## src/sv/itp_pkg.sv

```systemverilog
`timescale 1ns / 1ps

package itp_pkg;

  localparam int unsigned STACK_DEPTH = 8;
  localparam int unsigned CNT_W       = $clog2(STACK_DEPTH + 1);
  localparam int unsigned PTR_W       = $clog2(STACK_DEPTH);

  localparam logic [7:0] CH_CARET = 8'h5E;
  localparam logic [7:0] CH_LPAR  = 8'h28;
  localparam logic [7:0] CH_RPAR  = 8'h29;
  localparam logic [7:0] CH_DOT   = 8'h2E;
  localparam logic [7:0] CH_SPACE = 8'h20;
  localparam logic [7:0] CH_STAR  = 8'h2A;
  localparam logic [7:0] CH_SLASH = 8'h2F;
  localparam logic [7:0] CH_PCT   = 8'h25;
  localparam logic [7:0] CH_PLUS  = 8'h2B;
  localparam logic [7:0] CH_MINUS = 8'h2D;
  localparam logic [7:0] CH_NUL   = 8'h00;

  localparam logic [2:0] ERR_NONE     = 3'd0;
  localparam logic [2:0] ERR_DOTS     = 3'd1;
  localparam logic [2:0] ERR_STRAY    = 3'd2;
  localparam logic [2:0] ERR_DOUBLE   = 3'd3;
  localparam logic [2:0] ERR_TRAILING = 3'd4;
  localparam logic [2:0] ERR_UNBAL    = 3'd5;
  localparam logic [2:0] ERR_OVERFLOW = 3'd6;

  typedef struct packed {
    logic       clear;
    logic       push;
    logic       pop;
    logic [7:0] wdata;
    logic [1:0] prec;
  } stk_cmd_t;

  typedef struct packed {
    logic [CNT_W-1:0] count;
    logic             empty;
    logic             full;
    logic [7:0]       top;
    logic             top_is_open;
    logic             top_prec_ge;
  } stk_stat_t;

  function automatic logic [1:0] prec_of(logic [7:0] c);
    logic [1:0] p;
    case (c) inside
      CH_CARET:                  p = 2'd3;
      CH_STAR, CH_SLASH, CH_PCT: p = 2'd2;
      CH_PLUS, CH_MINUS:         p = 2'd1;
      default:                   p = 2'd0;
    endcase
    return p;
  endfunction

  function automatic logic is_alnum(logic [7:0] c);
    return c inside {[8'h30:8'h39], [8'h41:8'h5A], [8'h61:8'h7A]};
  endfunction

endpackage

```

## src/sv/infix_to_postfix_converter.sv

```systemverilog
`timescale 1ns / 1ps

// Infix to postfix converter, shunting-yard method with an 8-entry operator stack.
// Input channel: one ASCII character per word on symbol_i, is_last_i marks the
// final character of an expression. Output channel: one postfix character per
// word on out_char_o; error_code_o is nonzero on an error word (out_char_o zero,
// last_o high), and last_o marks the final word of an expression.
// One character is handled at a time; in_ready_o is high only while idle.
// An operator or a close paren takes longer the more stack entries it pops, and a
// final character also flushes the entries left on the stack; the sequencer walks
// the stack one entry per pop through a single precedence compare.
// An error caught on arrival goes straight to the error word; a later one first sends
// a word still held. A swallowed character is taken without leaving the idle state.
// Each word waits in an output register; when the receiver stalls the
// sequencer holds at the next word it has to send, so nothing is dropped.
// After an error the rest of the expression is swallowed with no output.
// Reset empties the stack and output register and clears all expression state.

module infix_to_postfix_converter (
  input  logic       clk_i,
  input  logic       rst_ni,
  input  logic       in_valid_i,
  output logic       in_ready_o,
  input  logic [7:0] symbol_i,
  input  logic       is_last_i,
  output logic       out_valid_o,
  input  logic       out_ready_i,
  output logic [7:0] out_char_o,
  output logic [2:0] error_code_o,
  output logic       last_o
);

  localparam logic [3:0] S_IDLE      = 4'd0;
  localparam logic [3:0] S_CLASS     = 4'd1;
  localparam logic [3:0] S_CLOSE_POP = 4'd2;
  localparam logic [3:0] S_OP_POP    = 4'd3;
  localparam logic [3:0] S_POP_SP    = 4'd4;
  localparam logic [3:0] S_END       = 4'd5;
  localparam logic [3:0] S_FLUSH_SP  = 4'd6;
  localparam logic [3:0] S_FLUSH_CH  = 4'd7;
  localparam logic [3:0] S_DONE      = 4'd8;
  localparam logic [3:0] S_ERR       = 4'd9;

  logic [3:0] state_q, state_d;
  logic [7:0] sym_q, sym_d;
  logic       fin_q, fin_d;
  logic [1:0] prec_q, prec_d;
  logic       ret_op_q, ret_op_d;
  logic [2:0] err_q, err_d;
  logic [3:0] open_q, open_d;
  logic       lwo_q, lwo_d;
  logic [1:0] dot_q, dot_d;
  logic       disc_q, disc_d;
  logic       pend_valid_q, pend_valid_d;
  logic [7:0] pend_char_q, pend_char_d;
  logic       out_valid_q, out_valid_d;
  logic [7:0] out_char_q, out_char_d;
  logic [2:0] out_err_q, out_err_d;
  logic       out_last_q, out_last_d;

  logic       out_free, can_emit, accept;
  logic       emit_req, clear_all, out_load;
  logic [7:0] emit_char;

  itp_pkg::stk_cmd_t  stk_cmd;
  itp_pkg::stk_stat_t stk_stat;

  itp_stack u_stack (
    .clk_i  (clk_i),
    .rst_ni (rst_ni),
    .cmd_i  (stk_cmd),
    .stat_o (stk_stat)
  );

  assign in_ready_o   = (state_q == S_IDLE);
  assign accept       = in_valid_i && in_ready_o;
  assign out_valid_o  = out_valid_q;
  assign out_char_o   = out_char_q;
  assign error_code_o = out_err_q;
  assign last_o       = out_last_q;

  assign out_free = !out_valid_q || out_ready_i;
  // one word is held back so the final one can be tagged last
  assign can_emit = !pend_valid_q || out_free;

  always_comb begin
    state_d      = state_q;
    sym_d        = sym_q;
    fin_d        = fin_q;
    prec_d       = prec_q;
    ret_op_d     = ret_op_q;
    err_d        = err_q;
    open_d       = open_q;
    lwo_d        = lwo_q;
    dot_d        = dot_q;
    disc_d       = disc_q;
    pend_valid_d = pend_valid_q;
    pend_char_d  = pend_char_q;
    out_char_d   = pend_char_q;
    out_err_d    = itp_pkg::ERR_NONE;
    out_last_d   = 1'b0;
    out_load     = 1'b0;
    emit_req     = 1'b0;
    emit_char    = itp_pkg::CH_SPACE;
    clear_all    = 1'b0;
    stk_cmd      = '0;
    stk_cmd.prec = prec_q;

    case (state_q)
      S_IDLE: begin
        if (accept) begin
          sym_d = symbol_i;
          fin_d = is_last_i;
          if (disc_q) begin
            clear_all = is_last_i;
          end else begin
            state_d = S_CLASS;
          end
        end
      end

      S_CLASS: begin
        if (itp_pkg::is_alnum(sym_q)) begin
          if (can_emit) begin
            emit_req  = 1'b1;
            emit_char = sym_q;
            lwo_d     = 1'b0;
            state_d   = S_END;
          end
        end else if (sym_q == itp_pkg::CH_DOT) begin
          if (dot_q != 2'd0) begin
            dot_d   = 2'd2;
            err_d   = itp_pkg::ERR_DOTS;
            state_d = S_ERR;
          end else if (can_emit) begin
            dot_d     = 2'd1;
            emit_req  = 1'b1;
            emit_char = sym_q;
            lwo_d     = 1'b0;
            state_d   = S_END;
          end
        end else if (sym_q == itp_pkg::CH_LPAR) begin
          dot_d = 2'd0;
          if (stk_stat.full) begin
            err_d   = itp_pkg::ERR_OVERFLOW;
            state_d = S_ERR;
          end else if (can_emit) begin
            emit_req      = 1'b1;
            stk_cmd.push  = 1'b1;
            stk_cmd.wdata = sym_q;
            if (open_q != 4'hF) begin
              open_d = open_q + 4'd1;
            end
            lwo_d   = 1'b1;
            state_d = S_END;
          end
        end else if (sym_q == itp_pkg::CH_RPAR) begin
          dot_d = 2'd0;
          if (open_q == 4'd0) begin
            err_d   = itp_pkg::ERR_STRAY;
            state_d = S_ERR;
          end else if (can_emit) begin
            open_d   = open_q - 4'd1;
            emit_req = 1'b1;
            lwo_d    = 1'b0;
            ret_op_d = 1'b0;
            state_d  = S_CLOSE_POP;
          end
        end else begin
          dot_d = 2'd0;
          if (lwo_q) begin
            err_d   = itp_pkg::ERR_DOUBLE;
            state_d = S_ERR;
          end else if (can_emit) begin
            emit_req = 1'b1;
            prec_d   = itp_pkg::prec_of(sym_q);
            ret_op_d = 1'b1;
            state_d  = S_OP_POP;
          end
        end
      end

      S_CLOSE_POP: begin
        if (stk_stat.empty) begin
          state_d = S_END;
        end else if (stk_stat.top_is_open) begin
          stk_cmd.pop = 1'b1;
          state_d     = S_END;
        end else if (can_emit) begin
          emit_req    = 1'b1;
          emit_char   = stk_stat.top;
          stk_cmd.pop = 1'b1;
          state_d     = S_POP_SP;
        end
      end

      S_OP_POP: begin
        if (!stk_stat.empty && stk_stat.top_prec_ge) begin
          if (can_emit) begin
            emit_req    = 1'b1;
            emit_char   = stk_stat.top;
            stk_cmd.pop = 1'b1;
            state_d     = S_POP_SP;
          end
        end else if (stk_stat.full) begin
          err_d   = itp_pkg::ERR_OVERFLOW;
          state_d = S_ERR;
        end else begin
          stk_cmd.push  = 1'b1;
          stk_cmd.wdata = sym_q;
          lwo_d         = 1'b1;
          state_d       = S_END;
        end
      end

      S_POP_SP: begin
        if (can_emit) begin
          emit_req = 1'b1;
          state_d  = ret_op_q ? S_OP_POP : S_CLOSE_POP;
        end
      end

      S_END: begin
        if (!fin_q) begin
          state_d = S_DONE;
        end else if (lwo_q) begin
          err_d   = itp_pkg::ERR_TRAILING;
          state_d = S_ERR;
        end else if (open_q != 4'd0) begin
          err_d   = itp_pkg::ERR_UNBAL;
          state_d = S_ERR;
        end else if (!stk_stat.empty) begin
          state_d = S_FLUSH_SP;
        end else begin
          state_d = S_DONE;
        end
      end

      S_FLUSH_SP: begin
        if (can_emit) begin
          emit_req = 1'b1;
          state_d  = S_FLUSH_CH;
        end
      end

      S_FLUSH_CH: begin
        if (can_emit) begin
          emit_req    = 1'b1;
          emit_char   = stk_stat.top;
          stk_cmd.pop = 1'b1;
          state_d     = S_END;
        end
      end

      S_DONE: begin
        if (!pend_valid_q || out_free) begin
          if (pend_valid_q) begin
            out_load   = 1'b1;
            out_last_d = fin_q;
          end
          pend_valid_d = 1'b0;
          clear_all    = fin_q;
          state_d      = S_IDLE;
        end
      end

      S_ERR: begin
        if (out_free) begin
          out_load = 1'b1;
          if (pend_valid_q) begin
            // words of this character go out ahead of the error word
            pend_valid_d = 1'b0;
          end else begin
            out_char_d = itp_pkg::CH_NUL;
            out_err_d  = err_q;
            out_last_d = 1'b1;
            if (fin_q) begin
              clear_all = 1'b1;
            end else begin
              disc_d = 1'b1;
            end
            state_d = S_IDLE;
          end
        end
      end

      default: begin
        state_d = S_IDLE;
      end
    endcase

    if (emit_req) begin
      pend_valid_d = 1'b1;
      pend_char_d  = emit_char;
      if (pend_valid_q) begin
        out_load = 1'b1;
      end
    end

    if (clear_all) begin
      open_d        = 4'd0;
      lwo_d         = 1'b1;
      dot_d         = 2'd0;
      disc_d        = 1'b0;
      stk_cmd.clear = 1'b1;
    end

    out_valid_d = out_load || (out_valid_q && !out_ready_i);
  end

  always_ff @(posedge clk_i or negedge rst_ni) begin
    if (!rst_ni) begin
      state_q      <= S_IDLE;
      open_q       <= 4'd0;
      lwo_q        <= 1'b1;
      dot_q        <= 2'd0;
      disc_q       <= 1'b0;
      pend_valid_q <= 1'b0;
      out_valid_q  <= 1'b0;
    end else begin
      state_q      <= state_d;
      open_q       <= open_d;
      lwo_q        <= lwo_d;
      dot_q        <= dot_d;
      disc_q       <= disc_d;
      pend_valid_q <= pend_valid_d;
      out_valid_q  <= out_valid_d;
    end
  end

  always_ff @(posedge clk_i) begin
    sym_q       <= sym_d;
    fin_q       <= fin_d;
    prec_q      <= prec_d;
    ret_op_q    <= ret_op_d;
    err_q       <= err_d;
    pend_char_q <= pend_char_d;
    if (out_load) begin
      out_char_q <= out_char_d;
      out_err_q  <= out_err_d;
      out_last_q <= out_last_d;
    end
  end

  a_idle_no_held_word : assert property (@(posedge clk_i) disable iff (!rst_ni)
    state_q == S_IDLE |-> !pend_valid_q)
    else $error("held word left over while idle");

  a_error_word_form : assert property (@(posedge clk_i) disable iff (!rst_ni)
    out_valid_o && error_code_o != itp_pkg::ERR_NONE |-> last_o && out_char_o == itp_pkg::CH_NUL)
    else $error("error word without last or with a character");

  a_stack_bound : assert property (@(posedge clk_i) disable iff (!rst_ni)
    stk_stat.count <= itp_pkg::CNT_W'(itp_pkg::STACK_DEPTH))
    else $error("operator stack count beyond depth");

  a_discard_quiet : assert property (@(posedge clk_i) disable iff (!rst_ni)
    disc_q && state_q == S_IDLE |=> !out_load)
    else $error("output produced while discarding");

endmodule

```

## src/sv/itp_stack.sv

```systemverilog
`timescale 1ns / 1ps

module itp_stack (
  input  logic                clk_i,
  input  logic                rst_ni,
  input  itp_pkg::stk_cmd_t   cmd_i,
  output itp_pkg::stk_stat_t  stat_o
);

  logic [7:0]                 mem_q [itp_pkg::STACK_DEPTH];
  logic [itp_pkg::CNT_W-1:0]  count_q, count_d;
  logic [itp_pkg::CNT_W-1:0]  top_cnt;
  logic                       empty, full;
  logic [7:0]                 top;

  assign empty   = (count_q == '0);
  assign full    = (count_q == itp_pkg::CNT_W'(itp_pkg::STACK_DEPTH));
  assign top_cnt = count_q - itp_pkg::CNT_W'(1);
  assign top     = empty ? itp_pkg::CH_NUL : mem_q[top_cnt[itp_pkg::PTR_W-1:0]];

  always_comb begin
    count_d = count_q;
    if (cmd_i.clear) begin
      count_d = '0;
    end else if (cmd_i.push && !full) begin
      count_d = count_q + itp_pkg::CNT_W'(1);
    end else if (cmd_i.pop && !empty) begin
      count_d = top_cnt;
    end
  end

  always_ff @(posedge clk_i or negedge rst_ni) begin
    if (!rst_ni) begin
      count_q <= '0;
    end else begin
      count_q <= count_d;
    end
  end

  always_ff @(posedge clk_i) begin
    if (!cmd_i.clear && cmd_i.push && !full) begin
      mem_q[count_q[itp_pkg::PTR_W-1:0]] <= cmd_i.wdata;
    end
  end

  // the one compare unit, reused on every pop iteration
  always_comb begin
    stat_o.count       = count_q;
    stat_o.empty       = empty;
    stat_o.full        = full;
    stat_o.top         = top;
    stat_o.top_is_open = (top == itp_pkg::CH_LPAR);
    stat_o.top_prec_ge = (itp_pkg::prec_of(top) >= cmd_i.prec);
  end

endmodule

```

## config.mk

```make
export PLATFORM = sky130hd
export DESIGN_NAME = infix_to_postfix_converter
export DESIGN_NICKNAME = d
export VERILOG_FILES = /design/src/sv/itp_pkg.sv /design/src/sv/infix_to_postfix_converter.sv /design/src/sv/itp_stack.sv
export SDC_FILE = /design/constraint.sdc
export NUM_CORES = 1
export LEC_CHECK = 0
export BUFFER_PORTS_ARGS = -buffer_cell sky130_fd_sc_hd__buf_2
export CORE_ASPECT_RATIO = 1.4
export CORE_MARGIN = 2
export CORE_UTILIZATION = 40
export DETAILED_ROUTE_END_ITERATION = 7
export MAX_ROUTING_LAYER = met4
export PLACE_DENSITY = 0.55
export SKIP_LAST_GASP = 1
export SYNTH_ARGS = -nofsm -noshare
export SYNTH_HDL_FRONTEND = slang
export SYNTH_SLANG_ARGS = --single-unit
export TNS_END_PERCENT = 50
```

## constraint.sdc

```tcl
create_clock -name clk_i -period 12.5 [get_ports clk_i]
set_input_delay 0.625 -clock clk_i [delete_from_list [all_inputs] [get_ports clk_i]]
set_output_delay 0.625 -clock clk_i [all_outputs]
set_load 0.005 [all_outputs]
```

==> flow_summary.toml <==
[worst_setup_path]
crit_chain = "buf_4, inv_1, ha_1, mux4_2, o22ai_2, o21ai_0, or4_1, o21a_1, ha_1, nand2b_1, a21o_1, a211oi_2, a21o_1, nand2_1, nor3_1"
worstPathRequired_ns = 12.53
cp_slowest_stage_delay_ns = 0.92
cp.arrival_ns = 6.24
reg2regPathDepth = 15
crit_type = "flip-flop to flip-flop"
cp-end-kind = "flip-flop"
critical_path.top_delay_family = "simple AND/OR/NAND/NOR gates"
cp.depth = 15
cp_num_buf_inv = 2
crit_path_top_delay_cell = "nor3_1"
crit_path_start_kind = "flip-flop"
cp_max_fo = 29

[placed_design]
dp_cells = 677
post-dp-hpwl_um = 10600
io_buffers = 26
gp_congestion = 0.936

[clock_network]
cts_sinks = 117
cts_buffers = 17
ctsResizeCount = 0
cts_tree = "done"
clk_pin_slew_worst_paths_ns = 0.06
clock_path_buffers = 2
postCtsSetupRepairBufs = 0
cts_max_level = 4
cts-root-buf = "clkbuf_16"
ctsHoldBuffers = 0
clock_latency_ns = 0.42

[synthesis]
synth-seq-cells = 117
synthArstFlopShare = 0.154
syn_nets = 499
synth-edff-count = 99
synth_area_um2 = 6010
yosysMostFrequentCell = "edfxtp_1"
synth_warnings = 0
synthFlopType = "edfxtp_1"
synth_cell_types = 76
synth_common_cells = "99 x edfxtp_1, 36 x nor2_1, 31 x nand2_1"
avgSynthCellArea_um2 = 12.5
ys_seq_area_frac = 0.570
synthCells = 479
netlist.area_leader.share = 0.495
yosys-top-cells-area = "edfxtp_1 50%, dfrtp_1 7.1%, mux4_2 4.1%"
synth_largest_area_cell = "edfxtp_1"

[route]
wl_met2_um = 7860
routed_via_density = 5.84
wl_met3_um = 529
finalWirelength_um = 14700
top_layer = "met4"
routedWlPerCell_um = 20.7
vias = 4143
drt-met1-wl_um = 5820
drc = 0
ant_nets = 0
dr.pass1.iters = 5
drt_iter0_drc = 299

[layout]
fin_nets = 524
multi_input_area_um2 = 2430
drive_gt1_frac = 0.178
fin_cells = 709
area_delta_synth_final_pct = 14.4
final-seq-area_um2 = 3420
n_fill_cell = 1353
diodes = 0

[pwr]
switching_share = 0.376
seqPwrFrac = 0.352
p_leak_uw = 0.00252
power_density_nw_per_um2 = 248
vdd_drop_max_mv = 0.123
internal_power_uw = 1060
p_clk_frac = 0.266
p_sw_uw = 639
power_frac_comb = 0.381

[grt]
grt_usage = 0.200
grt_pass1_wl_um = 23100
grt_pass1_vias = 4159
grt-ovfl-total = 0
grt_antenna_before_repair = 0
grt_max_degree = 30

[run]
cap_violations = 0

[timing]
worstMarginPinSlew_ns = 1.19
drv_slew = 0
max_freq_ghz = 0.161
grt_setup_unrepaired = "false"
fin_tns_setup_ns = 0
finalSetupViolCount = 0
finalHoldViolations = 0
slew_headroom = 0.198
period_minus_slack_ns = 6.21
fin_crit_sh = 0.497
skew_ns = 0.00656

[die]
rows = 53
design.core.area_um2 = 14900
die_h_um = 149
initial_core_util = 0.404
io_pins = 27
fp.dieW_um = 108
dieArea_um2 = 16000

[hold_path]
hp-class = "input port to async pin"

[outcome]
outcome = "complete, no violations"
[power by group through the flow]
stage	Sequential (uW)	Clock [uW]	Combinational (uW)
floorplan	564	0	521
detailed placement	606	0	646
finish	600	453	649
global route	611	477	717
global placement	605	0	636
CTS	599	461	648
[cells in the final DEF (no fill, tap or decap), drive strengths merged, types with 4 or more instances in the layout]
master	synthesis	final
a31oi	5	5
nor3	17	17
nand2	31	31
inv	13	16
o21a	4	4
buf	6	31
clkinv	0	8
edfxtp	99	99
nand2b	9	9
mux2i	5	5
and2	14	14
dfrtp	17	17
o31ai	4	4
clkbuf	19	18
xnor2	5	5
o22ai	6	6
a22o	12	12
o21ai	19	19
nor2	36	36
ha	6	6
or4	6	6
nand3	17	17
nor2b	14	14
nand4	4	4
mux4	17	17
a211oi	4	4
xor2	4	4
nor4	8	8
a21oi	20	20
[registers in the layout (all words and copies together), names as in the netlist, 2 cells and up]
| name | cells |
|---|---|
| u_stack.mem_q | 64 |
| out_char_o | 8 |
| pend_char_q | 8 |
| sym_q | 8 |
| open_q | 4 |
| state_q | 4 |
| u_stack.count_q | 4 |
| err_q | 3 |
| error_code_o | 3 |
| dot_q | 2 |
| prec_q | 2 |
[worst paths after layout]
check | to | from | slack [ns]
worst max-delay path | u_stack.mem_q[3][0] | u_stack.count_q[0] | 6.29
max in group asynchronous | lwo_q | rst_ni | 12.00
worst max register to register | u_stack.mem_q[3][0] | u_stack.count_q[0] | 6.29
worst min register to register | out_char_o[5] | pend_char_q[5] | 0.53
worst min-delay path | dot_q[0] | rst_ni | 0.15
min in group clk_i | sym_q[3] | symbol_i[3] | 0.38
[cells by family (layout without fill, tap and decap cells)]
group	Yosys count	count (layout)	share of synthesized area
xor+xnor	9	9	0.0131
compound gates	101	101	0.119
mux	23	23	0.0777
fa+ha+maj	8	8	0.0175
flops	117	117	0.570
simple gates	183	183	0.176
buf+inv	38	76	0.0265
[layer usage]
metal  global-route usage  up-vias
li1                     -     1923
met1                0.221     2057
met2                0.342      137
met3               0.0424       26
met4               0.0981        0
met5                    -        -
[through the flow]
| step | util | instance area (um2) | power (uW) | hold WS, ns | worst slack (ns) |
|---|---|---|---|---|---|
| 2_1_floorplan | - | 6010 | 1080 | 0.329 | 7.06 |
| 3_3_place_gp | 0.424 | 6300 | 1240 | 0.516 | 6.46 |
| 3_5_place_dp | 0.424 | 6300 | 1250 | 0.520 | 6.19 |
| 4_1_cts | 0.462 | 6860 | 1710 | 0.159 | 6.22 |
| 5_1_grt | 0.462 | 6870 | 1800 | 0.173 | 5.76 |
| 6_report | 0.462 | 6870 | 1700 | 0.151 | 6.29 |
[cell type report]
cell class	instances	share of cell area
flip-flops and latches	117	0.499
multi-input cells	324	0.354
clock buffers	18	0.0625
well taps	192	0.0350
repair buffers	31	0.0244
clock inverters	14	0.0188
inverters	13	0.00711
Note: power is estimated with default switching activity, not from simulation.
